### src/rtl/contiguous_bitmap_allocator_macros.svh
// Assertion macros for the contiguous bitmap allocator.
// Used by the RTL files that carry checks; expects clk and rst_n in scope.
`ifndef CONTIGUOUS_BITMAP_ALLOCATOR_MACROS_SVH
`define CONTIGUOUS_BITMAP_ALLOCATOR_MACROS_SVH

`ifndef ASSERT_OFF
// Checks that the property holds at every clock edge outside reset.
`define CBA_ASSERT(lbl, prop) \
  lbl: assert property (@(posedge clk) disable iff (!rst_n) (prop)) \
    else $error("cba assertion failed");
// Checks that the condition implies the consequence in the next cycle.
`define CBA_ASSERT_NEXT(lbl, pre, post) \
  lbl: assert property (@(posedge clk) disable iff (!rst_n) (pre) |=> (post)) \
    else $error("cba next-cycle assertion failed");
`else
`define CBA_ASSERT(lbl, prop)
`define CBA_ASSERT_NEXT(lbl, pre, post)
`endif

`endif

### src/rtl/cba_pkg.sv
// Shared types and constants for the contiguous bitmap allocator.
// No dependencies; imported by cba_run_check and the top level.
package cba_pkg;

  localparam int MAP_W  = 64;
  localparam int CNT_W  = 7;
  localparam int POS_W  = 7;
  localparam int STAT_W = 3;

  typedef logic [STAT_W-1:0] status_t;

  localparam status_t STAT_AT_PREF     = 3'd0;
  localparam status_t STAT_FIRST_FIT   = 3'd1;
  localparam status_t STAT_EXHAUSTED   = 3'd2;
  localparam status_t STAT_RELEASED    = 3'd3;
  localparam status_t STAT_REL_IGNORED = 3'd4;

  localparam logic [POS_W-1:0] START_NONE = 7'h7F;

  // Verdict of the shared run checker for one start position.
  typedef struct packed {
    logic fits;  // run lies wholly inside the pool
    logic free;  // no slot of the run is taken
  } run_chk_t;

endpackage

### src/rtl/cba_run_check.sv
// Shared run unit: builds the slot mask for one start and count and tests it
// against the bitmap. Depends on cba_pkg.
module cba_run_check import cba_pkg::*; #(
  parameter int POOL_SIZE = 64
) (
  input  logic [POOL_SIZE-1:0] map_i,
  input  logic [POS_W-1:0]     start_i,
  input  logic [CNT_W-1:0]     count_i,
  output logic [POOL_SIZE-1:0] mask_o,
  output run_chk_t             chk_o
);

  logic [POS_W:0] run_end;

  assign run_end = {1'b0, start_i} + {1'b0, count_i};

  always_comb begin
    for (int i = 0; i < POOL_SIZE; i++) begin
      mask_o[i] = ((POS_W+1)'(i) >= {1'b0, start_i}) && ((POS_W+1)'(i) < run_end);
    end
  end

  assign chk_o.fits = (run_end <= (POS_W+1)'(POOL_SIZE));
  assign chk_o.free = ~|(map_i & mask_o);

endmodule

### src/rtl/contiguous_bitmap_allocator.sv
// Contiguous slot allocator over a bitmap with first-fit search.
// Depends on cba_pkg, cba_run_check and the assertion macro header.
//
// Input channel (in_valid/in_stall): mode 0 claims in_slot_count contiguous
// slots, preferring the run at in_start_pos when it is non-negative, lies in
// the pool and is free; otherwise the lowest free run is taken. Mode 1
// releases the run at in_start_pos. Output channel (out_valid/out_stall)
// returns one item per request: status, granted start (-1 if none) and the
// bitmap after the request.
// One item is handled at a time; in_stall is high from acceptance until the
// result has been loaded into the output register. A single run checker is
// reused each cycle: the evaluation state checks the preferred or released
// run, then a first-fit scan tests one start per cycle. A release or a claim
// taken at its preferred start goes from evaluation straight to the emit
// state; a first-fit claim scans from start zero first. The next item may be
// accepted in the cycle after the result is loaded.
// A stalled result holds in the output register; a finished item then waits
// until the register is free. Reset empties the bitmap and drops any result.
`include "contiguous_bitmap_allocator_macros.svh"

module contiguous_bitmap_allocator import cba_pkg::*; #(
  parameter int POOL_SIZE = 64
) (
  input  logic                    clk,
  input  logic                    rst_n,
  input  logic                    in_valid,
  output logic                    in_stall,
  input  logic                    in_mode,
  input  logic [CNT_W-1:0]        in_slot_count,
  input  logic signed [POS_W-1:0] in_start_pos,
  output logic                    out_valid,
  input  logic                    out_stall,
  output status_t                 out_status,
  output logic signed [POS_W-1:0] out_granted_start,
  output logic [MAP_W-1:0]        out_occupancy
);

  localparam logic [1:0] S_IDLE = 2'd0;
  localparam logic [1:0] S_EVAL = 2'd1;
  localparam logic [1:0] S_SCAN = 2'd2;
  localparam logic [1:0] S_EMIT = 2'd3;

  localparam logic [CNT_W:0] POOL_CNT = (CNT_W+1)'(POOL_SIZE);

  logic [1:0]           state_r, state_nxt;
  logic                 mode_r, mode_nxt;
  logic [CNT_W-1:0]     cnt_r, cnt_nxt;
  logic [POS_W-1:0]     pos_r, pos_nxt;
  logic [POS_W-1:0]     scan_r, scan_nxt;
  logic [POOL_SIZE-1:0] map_r, map_nxt;
  status_t              res_status_r, res_status_nxt;
  logic [POS_W-1:0]     res_start_r, res_start_nxt;

  logic                 out_valid_r, out_valid_nxt;
  status_t              out_status_r, out_status_nxt;
  logic [POS_W-1:0]     out_start_r, out_start_nxt;
  logic [MAP_W-1:0]     out_occ_r, out_occ_nxt;

  logic [POS_W-1:0]     unit_start;
  logic [POOL_SIZE-1:0] unit_mask;
  run_chk_t             unit_chk;
  logic                 cnt_ok;
  logic                 out_free;

  assign unit_start = (state_r == S_SCAN) ? scan_r : pos_r;

  cba_run_check #(.POOL_SIZE(POOL_SIZE)) u_run_check (
    .map_i   (map_r),
    .start_i (unit_start),
    .count_i (cnt_r),
    .mask_o  (unit_mask),
    .chk_o   (unit_chk)
  );

  assign cnt_ok   = (cnt_r != '0) && ({1'b0, cnt_r} <= POOL_CNT);
  assign out_free = !out_valid_r || !out_stall;

  always_comb begin
    state_nxt      = state_r;
    mode_nxt       = mode_r;
    cnt_nxt        = cnt_r;
    pos_nxt        = pos_r;
    scan_nxt       = scan_r;
    map_nxt        = map_r;
    res_status_nxt = res_status_r;
    res_start_nxt  = res_start_r;
    out_valid_nxt  = out_valid_r && out_stall;
    out_status_nxt = out_status_r;
    out_start_nxt  = out_start_r;
    out_occ_nxt    = out_occ_r;

    case (state_r)
      S_IDLE: begin
        if (in_valid) begin
          mode_nxt  = in_mode;
          cnt_nxt   = in_slot_count;
          pos_nxt   = in_start_pos;
          state_nxt = S_EVAL;
        end
      end
      S_EVAL: begin
        res_start_nxt = START_NONE;
        state_nxt     = S_EMIT;
        if (mode_r) begin
          if (!pos_r[POS_W-1] && (cnt_r != '0) && unit_chk.fits) begin
            map_nxt        = map_r & ~unit_mask;
            res_status_nxt = STAT_RELEASED;
          end else begin
            res_status_nxt = STAT_REL_IGNORED;
          end
        end else if (!cnt_ok) begin
          res_status_nxt = STAT_EXHAUSTED;
        end else if (!pos_r[POS_W-1] && unit_chk.fits && unit_chk.free) begin
          map_nxt        = map_r | unit_mask;
          res_status_nxt = STAT_AT_PREF;
          res_start_nxt  = pos_r;
        end else begin
          scan_nxt  = '0;
          state_nxt = S_SCAN;
        end
      end
      S_SCAN: begin
        if (!unit_chk.fits) begin
          res_status_nxt = STAT_EXHAUSTED;
          res_start_nxt  = START_NONE;
          state_nxt      = S_EMIT;
        end else if (unit_chk.free) begin
          map_nxt        = map_r | unit_mask;
          res_status_nxt = STAT_FIRST_FIT;
          res_start_nxt  = scan_r;
          state_nxt      = S_EMIT;
        end else begin
          scan_nxt = scan_r + 1'b1;
        end
      end
      S_EMIT: begin
        if (out_free) begin
          out_valid_nxt  = 1'b1;
          out_status_nxt = res_status_r;
          out_start_nxt  = res_start_r;
          out_occ_nxt    = MAP_W'(map_r);
          state_nxt      = S_IDLE;
        end
      end
      default: begin
        state_nxt = S_IDLE;
      end
    endcase
  end

  always_ff @(posedge clk) begin
    if (!rst_n) begin
      state_r     <= S_IDLE;
      map_r       <= '0;
      out_valid_r <= 1'b0;
    end else begin
      state_r     <= state_nxt;
      map_r       <= map_nxt;
      out_valid_r <= out_valid_nxt;
    end
  end

  always_ff @(posedge clk) begin
    mode_r       <= mode_nxt;
    cnt_r        <= cnt_nxt;
    pos_r        <= pos_nxt;
    scan_r       <= scan_nxt;
    res_status_r <= res_status_nxt;
    res_start_r  <= res_start_nxt;
    out_status_r <= out_status_nxt;
    out_start_r  <= out_start_nxt;
    out_occ_r    <= out_occ_nxt;
  end

  assign in_stall          = (state_r != S_IDLE);
  assign out_valid         = out_valid_r;
  assign out_status        = out_status_r;
  assign out_granted_start = out_start_r;
  assign out_occupancy     = out_occ_r;

  // The scan only runs for a claim whose count fits the pool.
  `CBA_ASSERT(a_scan_cnt, (state_r != S_SCAN) || (!mode_r && cnt_ok))
  // Results that claim nothing carry the "no start" marker.
  `CBA_ASSERT(a_no_start, !out_valid_r || out_status_r == STAT_AT_PREF ||
    out_status_r == STAT_FIRST_FIT || out_start_r == START_NONE)
  // A granted run always lies inside the pool.
  `CBA_ASSERT(a_grant_fits, (state_r != S_EMIT) || res_start_r == START_NONE ||
    ({1'b0, res_start_r} + {1'b0, cnt_r}) <= POOL_CNT)
  // A finished item is handed to a free output register at the next edge.
  `CBA_ASSERT_NEXT(a_emit_load, state_r == S_EMIT && out_free,
    out_valid_r && state_r == S_IDLE && out_status_r == $past(res_status_r))

endmodule
### config.mk
export PLATFORM = sky130hd
export DESIGN_NAME = contiguous_bitmap_allocator
export DESIGN_NICKNAME = d
export VERILOG_FILES = /design/src/rtl/cba_pkg.sv /design/src/rtl/cba_run_check.sv /design/src/rtl/contiguous_bitmap_allocator.sv
export VERILOG_INCLUDE_DIRS = /design/src /design/src/rtl
export SDC_FILE = /design/constraint.sdc
export NUM_CORES = 1
export LEC_CHECK = 0
export BUFFER_PORTS_ARGS = -buffer_cell sky130_fd_sc_hd__buf_4
export CORE_ASPECT_RATIO = 2
export CORE_UTILIZATION = 40
export CTS_CLUSTER_DIAMETER = 80
export DETAILED_ROUTE_END_ITERATION = 10
export HOLD_SLACK_MARGIN = 0.1
export PLACE_DENSITY = 0.57
export SLEW_MARGIN = 40
export SYNTH_ARGS = -nofsm -noshare
export SYNTH_HDL_FRONTEND = slang
export SYNTH_SLANG_ARGS = --single-unit
### constraint.sdc
create_clock -name clk -period 13.9 [get_ports clk]
set_input_delay 1.39 -clock clk [delete_from_list [all_inputs] [get_ports clk]]
set_output_delay 1.39 -clock clk [all_outputs]
set_load 0.02 [all_outputs]
==> impl_metrics.py, run 1 <==
metrics = {
    "setup_path": {
        "path_max_fanout": 44,
        "path_buf_inv": 5,
        "cpMostUsedCell": "buf_4",
        "path_delay_family": "simple AND/OR/NAND/NOR gates",
        "crit_type": "flop to flop",
        "critPathRequiredTime_ps": 14280,
        "path_cells": "inv_1 -> ha_1 -> buf_4 -> mux2i_1 -> buf_4 -> clkinv_1 -> ha_1 -> nor3_1 -> nand3_1 -> nand2_1 -> a211oi_1 -> a2111oi_0 -> o2111ai_1 -> nor4_2 -> a21oi_4 -> buf_4 -> nor4_1 -> mux2i_1",
        "start_kind": "flop",
        "cp.arrival_ps": 7710,
        "crit_slowest_cell": "nand3_1",
        "max_stage_delay_ps": 770,
        "end_kind": "flop",
    },
    "global_routing": {
        "grt_pass1_vias": 8549,
        "grt_usage_pct": 32.3,
        "grt_pass1_wl_um": 56400,
        "grt_start_max_net_pins": 70,
        "antenna_found_initial": 0,
        "gr-total-overflow": 0,
    },
    "clock_tree": {
        "cts_tree": "done",
        "post_cts_buffers": 0,
        "clk_pin_slew_ps": 70,
        "root_buffer": "clkbuf_16",
        "cts_sinks": 173,
        "cts_resized": 0,
        "cts_hold_buf": 0,
        "htree_num_levels": 4,
        "clk_latency_ps": 460,
        "clockBufferDepth": 2,
        "cts_buffers": 17,
    },
    "place": {
        "place_hpwl_um": 29200,
        "placed_cell_area_mm2": 0.0105,
        "buffer_ports.inserted": 94,
        "gp_congestion": 1.01,
    },
    "floorplanning": {
        "die_w_um": 111,
        "dieArea_mm2": 0.0243,
        "num_rows": 79,
        "core_area_mm2": 0.0232,
        "die_y_um": 219,
        "initial_core_util_pct": 40.7,
        "ios": 95,
    },
    "detailed_routing": {
        "drtAntennaViolNets": 0,
        "drt_iter0_drc": 755,
        "vias": 8710,
        "wl_per_cell_um": 28.9,
        "drt-pass1-iter-count": 5,
        "drc": 0,
        "vias_per_cell": 6.46,
        "finalWirelength_um": 39000,
    },
    "yosys": {
        "synthTopCellsByArea": "edfxtp_1 34%, dfxtp_1 14%, nand2_1 4.6%",
        "async_reset_ff_share_pct": 0,
        "synth_cell_types": 80,
        "synthCells": 980,
        "synth_warnings": 0,
        "syn-num-nets": 1016,
        "synth_edf_count": 106,
        "ys_ff_latch": 173,
        "synth_top_area_cell": "edfxtp_1",
        "ys.flop_type": "edfxtp_1",
        "syn-mean-instance-area_um2": 9.65,
        "ys_seq_area_share_pct": 47.8,
        "netlist_area_mm2": 0.00946,
        "synth.top_cell.area_share_pct": 33.6,
    },
    "timing": {
        "tightest_slew_ps": 851,
        "setup_tns_ps": 0,
        "setup_viol": 0,
        "fmax_mhz": 136,
        "slew_headroom_pct": 43.3,
        "clock-skew-final_ps": 14.6,
        "slew_viol_final": 0,
        "min_period_ps": 7330,
        "hold_ws_ps": 422,
        "finalCritPeriodShare_pct": 52.7,
        "hold_viol": 0,
        "rsz0062_at_grt": "false",
    },
    "flow_run": {
        "drv_cap": 0,
    },
    "layout": {
        "layout-drive-gt1-share_pct": 18.8,
        "area_growth_pct": 18.0,
        "seq_area_mm2": 0.00452,
        "stdcell_area_mm2": 0.0112,
        "multi_input_area_mm2": 0.00460,
        "nFillCells": 2226,
        "nNetsFinal": 1088,
    },
    "status": {
        "outcome": "finished, final reports clean",
    },
    "min_path": {
        "hp-class": "flop to flop",
    },
    "power": {
        "power.total_mw": 3.08,
        "power.density_mw_per_mm2": 276,
        "p_leak_nw": 3.85,
        "vdd_drop_max_v": 0.000277,
    },
}
==> where the power goes <==
group	total, mW	internal [mW]	switching [mW]
clock	0.532	0.322	0.210
sequential	0.785	0.682	0.103
combinational	1.76	0.462	1.30
==> worst register-to-register path, cell delays in order, from the launching register on <==
cell and delay [ps]:
dfxtp_1 340, inv_1 150, ha_1 160, buf_4 280
mux2i_1 230, buf_4 270, clkinv_1 390, ha_1 470
nor3_1 690, nand3_1 770, nand2_1 760, a211oi_1 150
a2111oi_0 520, o2111ai_1 230, nor4_2 620, a21oi_4 260
buf_4 350, nor4_1 390, mux2i_1 220
==> cells in the final DEF, fill, tap and decap left out, types with 8 or more instances in the layout <==
cell type and count:
buf_4 119, nand2_1 115, edfxtp_1 106, dfxtp_1 67, a21oi_1 65, o21ai_0 57
nor2_1 46, nand3_1 44, mux2i_1 35, inv_1 25, o211ai_1 24, nor3_1 20
o31ai_1 20, a31oi_1 19, clkbuf_16 17, nor4_1 16, ha_1 16, and2_1 15
a211oi_1 13, a21o_1 10, nand4_1 10, or3_1 10, a22oi_1 9, o221a_2 9
a32oi_1 9, nor2b_1 8
==> per-layer routing <==
metal	share of wire, %	up-vias	track usage [%]
met4	8.9	0	26.3
met1	34	4174	32.8
met3	5.6	182	5.80
met5	0	-	0
li1	-	3899	-
met2	52	455	57.9
==> per-stage QoR <==
step | worst slack, ps | instances | util, %
5_1_grt | 6300 | 1348 | 48.0
6_report | 6570 | 1349 | 48.0
2_1_floorplan | 6540 | 980 | -
3_3_place_gp | 6710 | 1311 | 44.8
3_5_place_dp | 6800 | 1315 | 45.1
4_1_cts | 6780 | 1347 | 47.9
==> path summary, 6_finish.rpt <==
path / to / start / cells after the start / slack (ps)
worst max-delay path: flop / state_r[0] / 18 / 6570
worst min-delay path: out_granted_start[0] / res_start_r[0] / 0 / 420
worst min register to register: out_granted_start[0] / res_start_r[0] / 0 / 420
worst max register to register: flop / state_r[0] / 18 / 6570
==> logic make-up (layout without fill, tap and decap cells) <==
family / after synthesis / count (layout) / synth area share (%)
mux: 37 / 37 / 3.94
fa+ha+maj: 17 / 17 / 2.33
xor+xnor: 9 / 9 / 0.833
compound gates: 318 / 318 / 23.4
other cells: 0 / 1 / 0
buf+inv: 96 / 181 / 4.29
flops: 173 / 173 / 47.8
simple gates: 330 / 330 / 17.4
==> synth_stat cells, types with 5 or more instances <==
| library cell | number |
|---|---|
| a2111oi_0 | 6 |
| a211oi_1 | 13 |
| a21o_1 | 10 |
| a21oi_1 | 66 |
| a22oi_1 | 9 |
| a31oi_1 | 19 |
| a32oi_1 | 9 |
| and2_1 | 15 |
| and3_1 | 5 |
| buf_2 | 9 |
| clkbuf_1 | 55 |
| dfxtp_1 | 67 |
| edfxtp_1 | 106 |
| ha_1 | 16 |
| inv_1 | 25 |
| mux2i_1 | 35 |
| nand2_1 | 115 |
| nand2b_1 | 7 |
| nand3_1 | 44 |
| nand4_1 | 10 |
| nor2_1 | 49 |
| nor2b_1 | 8 |
| nor3_1 | 21 |
| nor4_1 | 17 |
| o211ai_1 | 24 |
| o21ai_0 | 57 |
| o221a_2 | 9 |
| o22a_1 | 6 |
| o22ai_1 | 7 |
| o311ai_0 | 5 |
| o31ai_1 | 21 |
| or2_2 | 6 |
| or3_1 | 10 |
| xnor2_1 | 6 |
==> cell type report <==
type                    instances  share of cell area, %
diodes                          1                 0.0224
clock buffers                  20                   3.91
clock inverters                12                   1.88
inverters                      27                  0.908
multi-input cells             711                   41.2
flip-flops and latches        173                   40.5
well taps                     283                   3.17
repair buffers                122                   8.36
(Power assumes the default switching activity.)
==> inputs of run 2 (changes only) <==
--- a/config.mk
+++ b/config.mk
@@ -6,13 +6,14 @@
 export SDC_FILE = /design/constraint.sdc
 export NUM_CORES = 1
 export LEC_CHECK = 0
+export ABC_AREA = 1
 export BUFFER_PORTS_ARGS = -buffer_cell sky130_fd_sc_hd__buf_4
 export CORE_ASPECT_RATIO = 2
 export CORE_UTILIZATION = 40
 export CTS_CLUSTER_DIAMETER = 80
 export DETAILED_ROUTE_END_ITERATION = 10
 export HOLD_SLACK_MARGIN = 0.1
-export PLACE_DENSITY = 0.57
+export PLACE_DENSITY = 0.59
 export SLEW_MARGIN = 40
 export SYNTH_ARGS = -nofsm -noshare
 export SYNTH_HDL_FRONTEND = slang
==> constraint.sdc (replaced) <==
create_clock -name clk -period 6.2 [get_ports clk]
set_input_delay 0.62 -clock clk [delete_from_list [all_inputs] [get_ports clk]]
set_output_delay 0.62 -clock clk [all_outputs]
set_load 0.02 [all_outputs]
==> run 2 against run 1 <==
Compared with the run above:
- clock power is 90% higher
- global-route usage down 4.6 points
- non-clock buffer count decreased by 13
- critical path depth up 9
- area after synthesis is 12% higher
- routed wire length fell by 8.3%
- sequential cell count unchanged
- design area grew 8.1%
- fmax is 31% higher
- clock-buffer cell count is 2 lower
- die area increased by 12%
==> impl_metrics.py, run 2 <==
metrics = {
    "status": {
        "outcome": "finished, final reports clean",
    },
    "yosys": {
        "synth_cell_types": 36,
        "synth_edf_count": 106,
        "synthCells": 1514,
        "ys.flop_type": "edfxtp_1",
        "async_reset_ff_share_pct": 0,
        "synth_top_area_cell": "edfxtp_1",
        "yosys-top-cells-count": "481 x nand2_1, 185 x inv_1, 163 x nor2_1, 142 x nand3_1, 106 x edfxtp_1",
        "synth_warnings": 0,
        "synthTopCellsByArea": "edfxtp_1 30%, nand2_1 17%, dfxtp_1 13%",
        "netlist_area_mm2": 0.0106,
        "ys_ff_latch": 173,
        "ys_seq_area_share_pct": 42.7,
        "syn-num-nets": 1550,
        "synth.top_cell.area_share_pct": 30.0,
        "syn-mean-instance-area_um2": 7.00,
        "synth.most_common_cell": "nand2_1",
    },
    "timing": {
        "tightest_slew_ps": 846,
        "setup_tns_ps": 0,
        "hold_viol": 0,
        "clock-skew-final_ps": 12.0,
        "min_period_ps": 5610,
        "finalCritPeriodShare_pct": 90.5,
        "fmax_mhz": 178,
        "setup_viol": 0,
        "slew_headroom_pct": 43.4,
        "slew_viol_final": 0,
        "rsz0062_at_grt": "false",
    },
    "place": {
        "place_hpwl_um": 26100,
        "gp_congestion": 1.00,
        "dp.cells": 1899,
        "placed_cell_area_mm2": 0.0115,
        "buffer_ports.inserted": 94,
    },
    "detailed_routing": {
        "drt_iter0_drc": 850,
        "drt-pass1-iter-count": 7,
        "wl_per_cell_um": 18.5,
        "dr.max_layer_used": "met4",
        "met2_length_um": 19100,
        "wl_met1_um": 12900,
        "vias": 10184,
        "wl_met3_um": 1160,
        "drc": 0,
        "vias_per_cell": 5.27,
        "finalWirelength_um": 35800,
        "drtAntennaViolNets": 0,
    },
    "layout": {
        "antenna_cells": 0,
        "nNetsFinal": 1611,
        "layout-drive-gt1-share_pct": 12.1,
        "area_growth_pct": 13.8,
        "stdcell_area_mm2": 0.0121,
        "fin_cells": 1932,
        "final_cell_mix": "479 x nand2_1, 184 x inv_1, 163 x nor2_1, 142 x nand3_1",
        "final_common_cell": "nand2_1",
    },
    "clock_tree": {
        "cts_sinks": 173,
        "clockBufferDepth": 2,
        "cts_tree": "done",
        "root_buffer": "clkbuf_16",
        "clk_latency_ps": 450,
        "htree_num_levels": 4,
        "cts_hold_buf": 0,
        "post_cts_buffers": 0,
        "cts_buffers": 17,
        "clk_pin_slew_ps": 70,
    },
    "setup_path": {
        "crit_slowest_cell": "nor2_2",
        "cpMostUsedCell": "nand2_1",
        "path_max_fanout": 128,
        "end_kind": "flop",
        "path_delay_family": "simple AND/OR/NAND/NOR gates",
        "crit_type": "flop to flop",
        "path_buf_inv": 5,
        "max_stage_delay_ps": 600,
        "cp.arrival_ps": 6000,
        "critPathRequiredTime_ps": 6590,
        "start_kind": "flop",
    },
    "flow_run": {
        "drv_cap": 0,
    },
    "floorplanning": {
        "initial_core_util_pct": 40.5,
        "dieArea_mm2": 0.0272,
        "die_y_um": 232,
        "ios": 95,
        "core_area_mm2": 0.0262,
        "die_w_um": 117,
        "num_rows": 84,
    },
    "global_routing": {
        "antenna_found_initial": 0,
        "gr-total-overflow": 0,
        "grt_pass1_vias": 9741,
        "grt_start_max_net_pins": 129,
        "grt_pass1_wl_um": 54700,
        "grt_usage_pct": 27.8,
    },
    "power": {
        "power.density_mw_per_mm2": 645,
        "p_leak_nw": 5.38,
        "vdd_drop_max_v": 0.000642,
    },
    "min_path": {
        "hp-class": "primary input to flop",
    },
}
==> run 2: cell types whose count changed after synthesis, sizes merged, moves of 21 or more <==
| cell | previous run | this run |
|---|---|---|
| nor2 | 49 | 173 |
| a21oi | 68 | 33 |
| o21ai | 60 | 119 |
| clkbuf | 55 | 22 |
| nand3 | 44 | 143 |
| nand2 | 115 | 485 |
| mux2i | 35 | 0 |
| inv | 25 | 207 |
| o31ai | 21 | 0 |
| o211ai | 24 | 1 |
| nand4 | 10 | 79 |
| buf | 14 | 46 |
==> run 2: final cells by class <==
class	count	area (um2)
Clock buffer	18	429
Clock inverter	14	121
Timing Repair Buffer	109	847
Inverter	208	783
Tap cell	344	430
Fill cell	2672	14100
Multi-Input combinational cell	1066	4930
Sequential cell	173	4520
==> run 2: path summary, 6_finish.rpt <==
path                   startpoint              endpoint  slack (ps)  depth (start not counted)
setup / recovery       state_r[0]                  flop         590                         27
hold / removal    in_start_pos[5]              pos_r[5]         340                          1
setup reg to reg       state_r[0]                  flop         590                         27
hold reg to reg    res_start_r[3]  out_granted_start[3]         420                          0
==> run 2: timing repair <==
item | in CTS | in global routing
endpoints found under the hold margin | 0 | 0
resized for setup | 0 | 1
setup endpoints to repair | 0 | 54
==> run 2: cell families after synthesis <==
family / share of synthesized area (%)
AO/OA/AOI/OAI: 8.08
buffers and inverters: 11.2
AND/OR/NAND/NOR: 35.9
adder cells (fa/ha/maj): 2.08
XOR/XNOR: 0.0826
flip-flops: 42.7
==> run 2: report_power, final <==
part / switching (mW) / internal (mW)
sequential: 0.268 / 1.64
clock: 0.457 / 0.551
combinational: 3.56 / 1.31
total: 4.29 / 3.50
==> run 2: per-stage QoR <==
stage	hold WS, ps	setup WS, ps	utilization, %	power [mW]
final	341	590	46.1	7.78
after global routing	329	159	46.1	8.45
after CTS	312	434	46.1	7.76
after detailed placement	406	490	44.0	6.71
after global placement	401	588	43.9	6.62
after floorplan	400	1500	-	5.33
==> run 2: metal layers <==
layer / vias up / track usage [%]
met2: 311 / 50.4
met1: 4730 / 28.7
li1: 5031 / -
met5: - / 0
met3: 112 / 3.60
met4: 0 / 19.4
==> inputs of run 3 (changes only) <==
--- a/config.mk
+++ b/config.mk
@@ -6,7 +6,6 @@
 export SDC_FILE = /design/constraint.sdc
 export NUM_CORES = 1
 export LEC_CHECK = 0
-export ABC_AREA = 1
 export BUFFER_PORTS_ARGS = -buffer_cell sky130_fd_sc_hd__buf_4
 export CORE_ASPECT_RATIO = 2
 export CORE_UTILIZATION = 40
==> run 3 against run 2 <==
Compared with the run above:
- worst setup slack worse by 250 ps
- global-route usage is 4.7 points higher
- utilization is 3.2 points higher
- combinational power is 12% lower
- register-to-register slack worse by 250 ps
- clock skew is 2.5 ps lower
- sequential cell count stayed put
- largest cell class unchanged
- critical path type unchanged
==> impl_metrics.py, run 3 (synthesis gave the netlist of run 1 again) <==
metrics = {
    "layout": {
        "nFillCells": 2202,
        "antenna_cells": 0,
        "final_common_cell": "buf_4",
        "area_growth_pct": 21.0,
        "fin_cells": 1388,
        "multi_input_area_mm2": 0.00459,
        "final_util_pct": 49.3,
        "layout-drive-gt1-share_pct": 21.4,
        "final_cell_mix": "160 x buf_4, 115 x nand2_1, 106 x edfxtp_1, 67 x dfxtp_1, 66 x a21oi_1",
        "seq_area_mm2": 0.00452,
        "nNetsFinal": 1128,
    },
    "clock_tree": {
        "cts_sinks": 173,
        "cts_buffers": 17,
        "htree_num_levels": 4,
        "clk_latency_ps": 460,
        "cts_hold_buf": 0,
        "clk_pin_slew_ps": 70,
        "root_buffer": "clkbuf_16",
        "cts_tree": "done",
        "clockBufferDepth": 2,
    },
    "setup_path": {
        "cp.arrival_ps": 6050,
        "end_kind": "flop",
        "crit_slowest_cell": "or4_4",
        "start_kind": "flop",
        "path_buf_inv": 6,
        "crit_type": "flop to flop",
        "critPathRequiredTime_ps": 6390,
        "path_max_fanout": 10,
        "path_delay_family": "simple AND/OR/NAND/NOR gates",
        "r2r_setup_slack_ps": 340,
        "path_cells": "inv_1 -> ha_1 -> mux2i_2 -> inv_1 -> ha_1 -> a21oi_1 -> a21boi_1 -> or4_4 -> nand2_1 -> buf_4 -> nand2_1 -> buf_4 -> o211ai_1 -> o2111ai_1 -> nor4_2 -> buf_4 -> and2_0 -> or2_2 -> and2_1 -> buf_12",
        "max_stage_delay_ps": 650,
        "cpMostUsedCell": "buf_4",
    },
    "timing": {
        "hold_ws_ps": 326,
        "setup_viol": 0,
        "hold_viol": 0,
        "min_period_ps": 5860,
        "clock-skew-final_ps": 9.54,
        "rsz0062_at_grt": "false",
        "slew_viol_final": 0,
        "slew_headroom_pct": 44.8,
        "final.setup.worst_slack_ps": 338,
        "fmax_mhz": 171,
        "tightest_slew_ps": 821,
        "finalCritPeriodShare_pct": 94.5,
    },
    "detailed_routing": {
        "dr.max_layer_used": "met4",
        "vias": 8716,
        "drc": 0,
        "wl_per_cell_um": 27.9,
        "drtAntennaViolNets": 0,
        "wl_met3_um": 1570,
        "drt-pass1-iter-count": 5,
        "drt_iter0_drc": 580,
        "finalWirelength_um": 38700,
        "met2_length_um": 20900,
        "vias_per_cell": 6.28,
        "wl_met1_um": 13300,
    },
    "global_routing": {
        "grt_usage_pct": 32.4,
        "antenna_found_initial": 0,
        "grt_start_max_net_pins": 74,
        "grt_pass1_wl_um": 56600,
        "grt_pass1_vias": 8784,
        "gr-total-overflow": 0,
    },
    "floorplanning": {
        "die_y_um": 219,
        "core_area_mm2": 0.0232,
        "initial_core_util_pct": 40.7,
        "ios": 95,
        "die_w_um": 111,
        "dieArea_mm2": 0.0243,
        "num_rows": 79,
    },
    "power": {
        "vdd_drop_max_v": 0.000560,
        "power.density_mw_per_mm2": 627,
        "p_leak_nw": 4.04,
        "power.total_mw": 7.17,
    },
    "place": {
        "place_hpwl_um": 29800,
        "dpl_worst_slack_ps": -97.5,
        "buffer_ports.inserted": 94,
        "dp.cells": 1356,
        "gp_congestion": 1.06,
    },
    "min_path": {
        "hp-class": "primary input to flop",
    },
    "flow_run": {
        "drv_cap": 0,
    },
    "status": {
        "outcome": "finished, final reports clean",
    },
}
run 3: final cells by class:
cell class              instances  area share [%]
repair buffers                162            10.8
well taps                     283            3.09
clock buffers                  19            4.06
clock inverters                13            1.50
flip-flops and latches        173            39.5
multi-input cells             711            40.1
inverters                      27           0.886
run 3: path summary, 6_finish.rpt:
kind,startpoint,end,depth (start not counted)
hold reg to reg,res_start_r[3],out_granted_start[3],0
setup reg to reg,state_r[0],res_start_r[5],20
setup / recovery,state_r[0],res_start_r[5],20
hold / removal,in_start_pos[3],pos_r[3],1
run 3: repair_timing:
action	CTS	global route
buffers inserted	0	0
resized for setup	1	6
setup endpoints to repair	16	77
run 3: layer usage:
metal  vias to the layer above  GRT usage, %
met5                         -             0
met4                         0          26.3
met3                       138          5.25
met2                       342          59.7
met1                      4258          31.8
li1                       3978             -
run 3: stage by stage:
step	instance area (um2)	TNS, ps
3_5_place_dp	10800	-704
6_report	11400	0
3_3_place_gp	10800	-574
5_1_grt	11400	0
2_1_floorplan	9460	0
4_1_cts	11400	0
run 3: where the power goes:
part / total (mW) / leakage [nW] / switching (mW) / internal, mW
Sequential: 1.76 / 1.51 / 0.227 / 1.53
Clock: 1.16 / 0.312 / 0.482 / 0.676
Combinational: 4.26 / 2.23 / 2.96 / 1.30
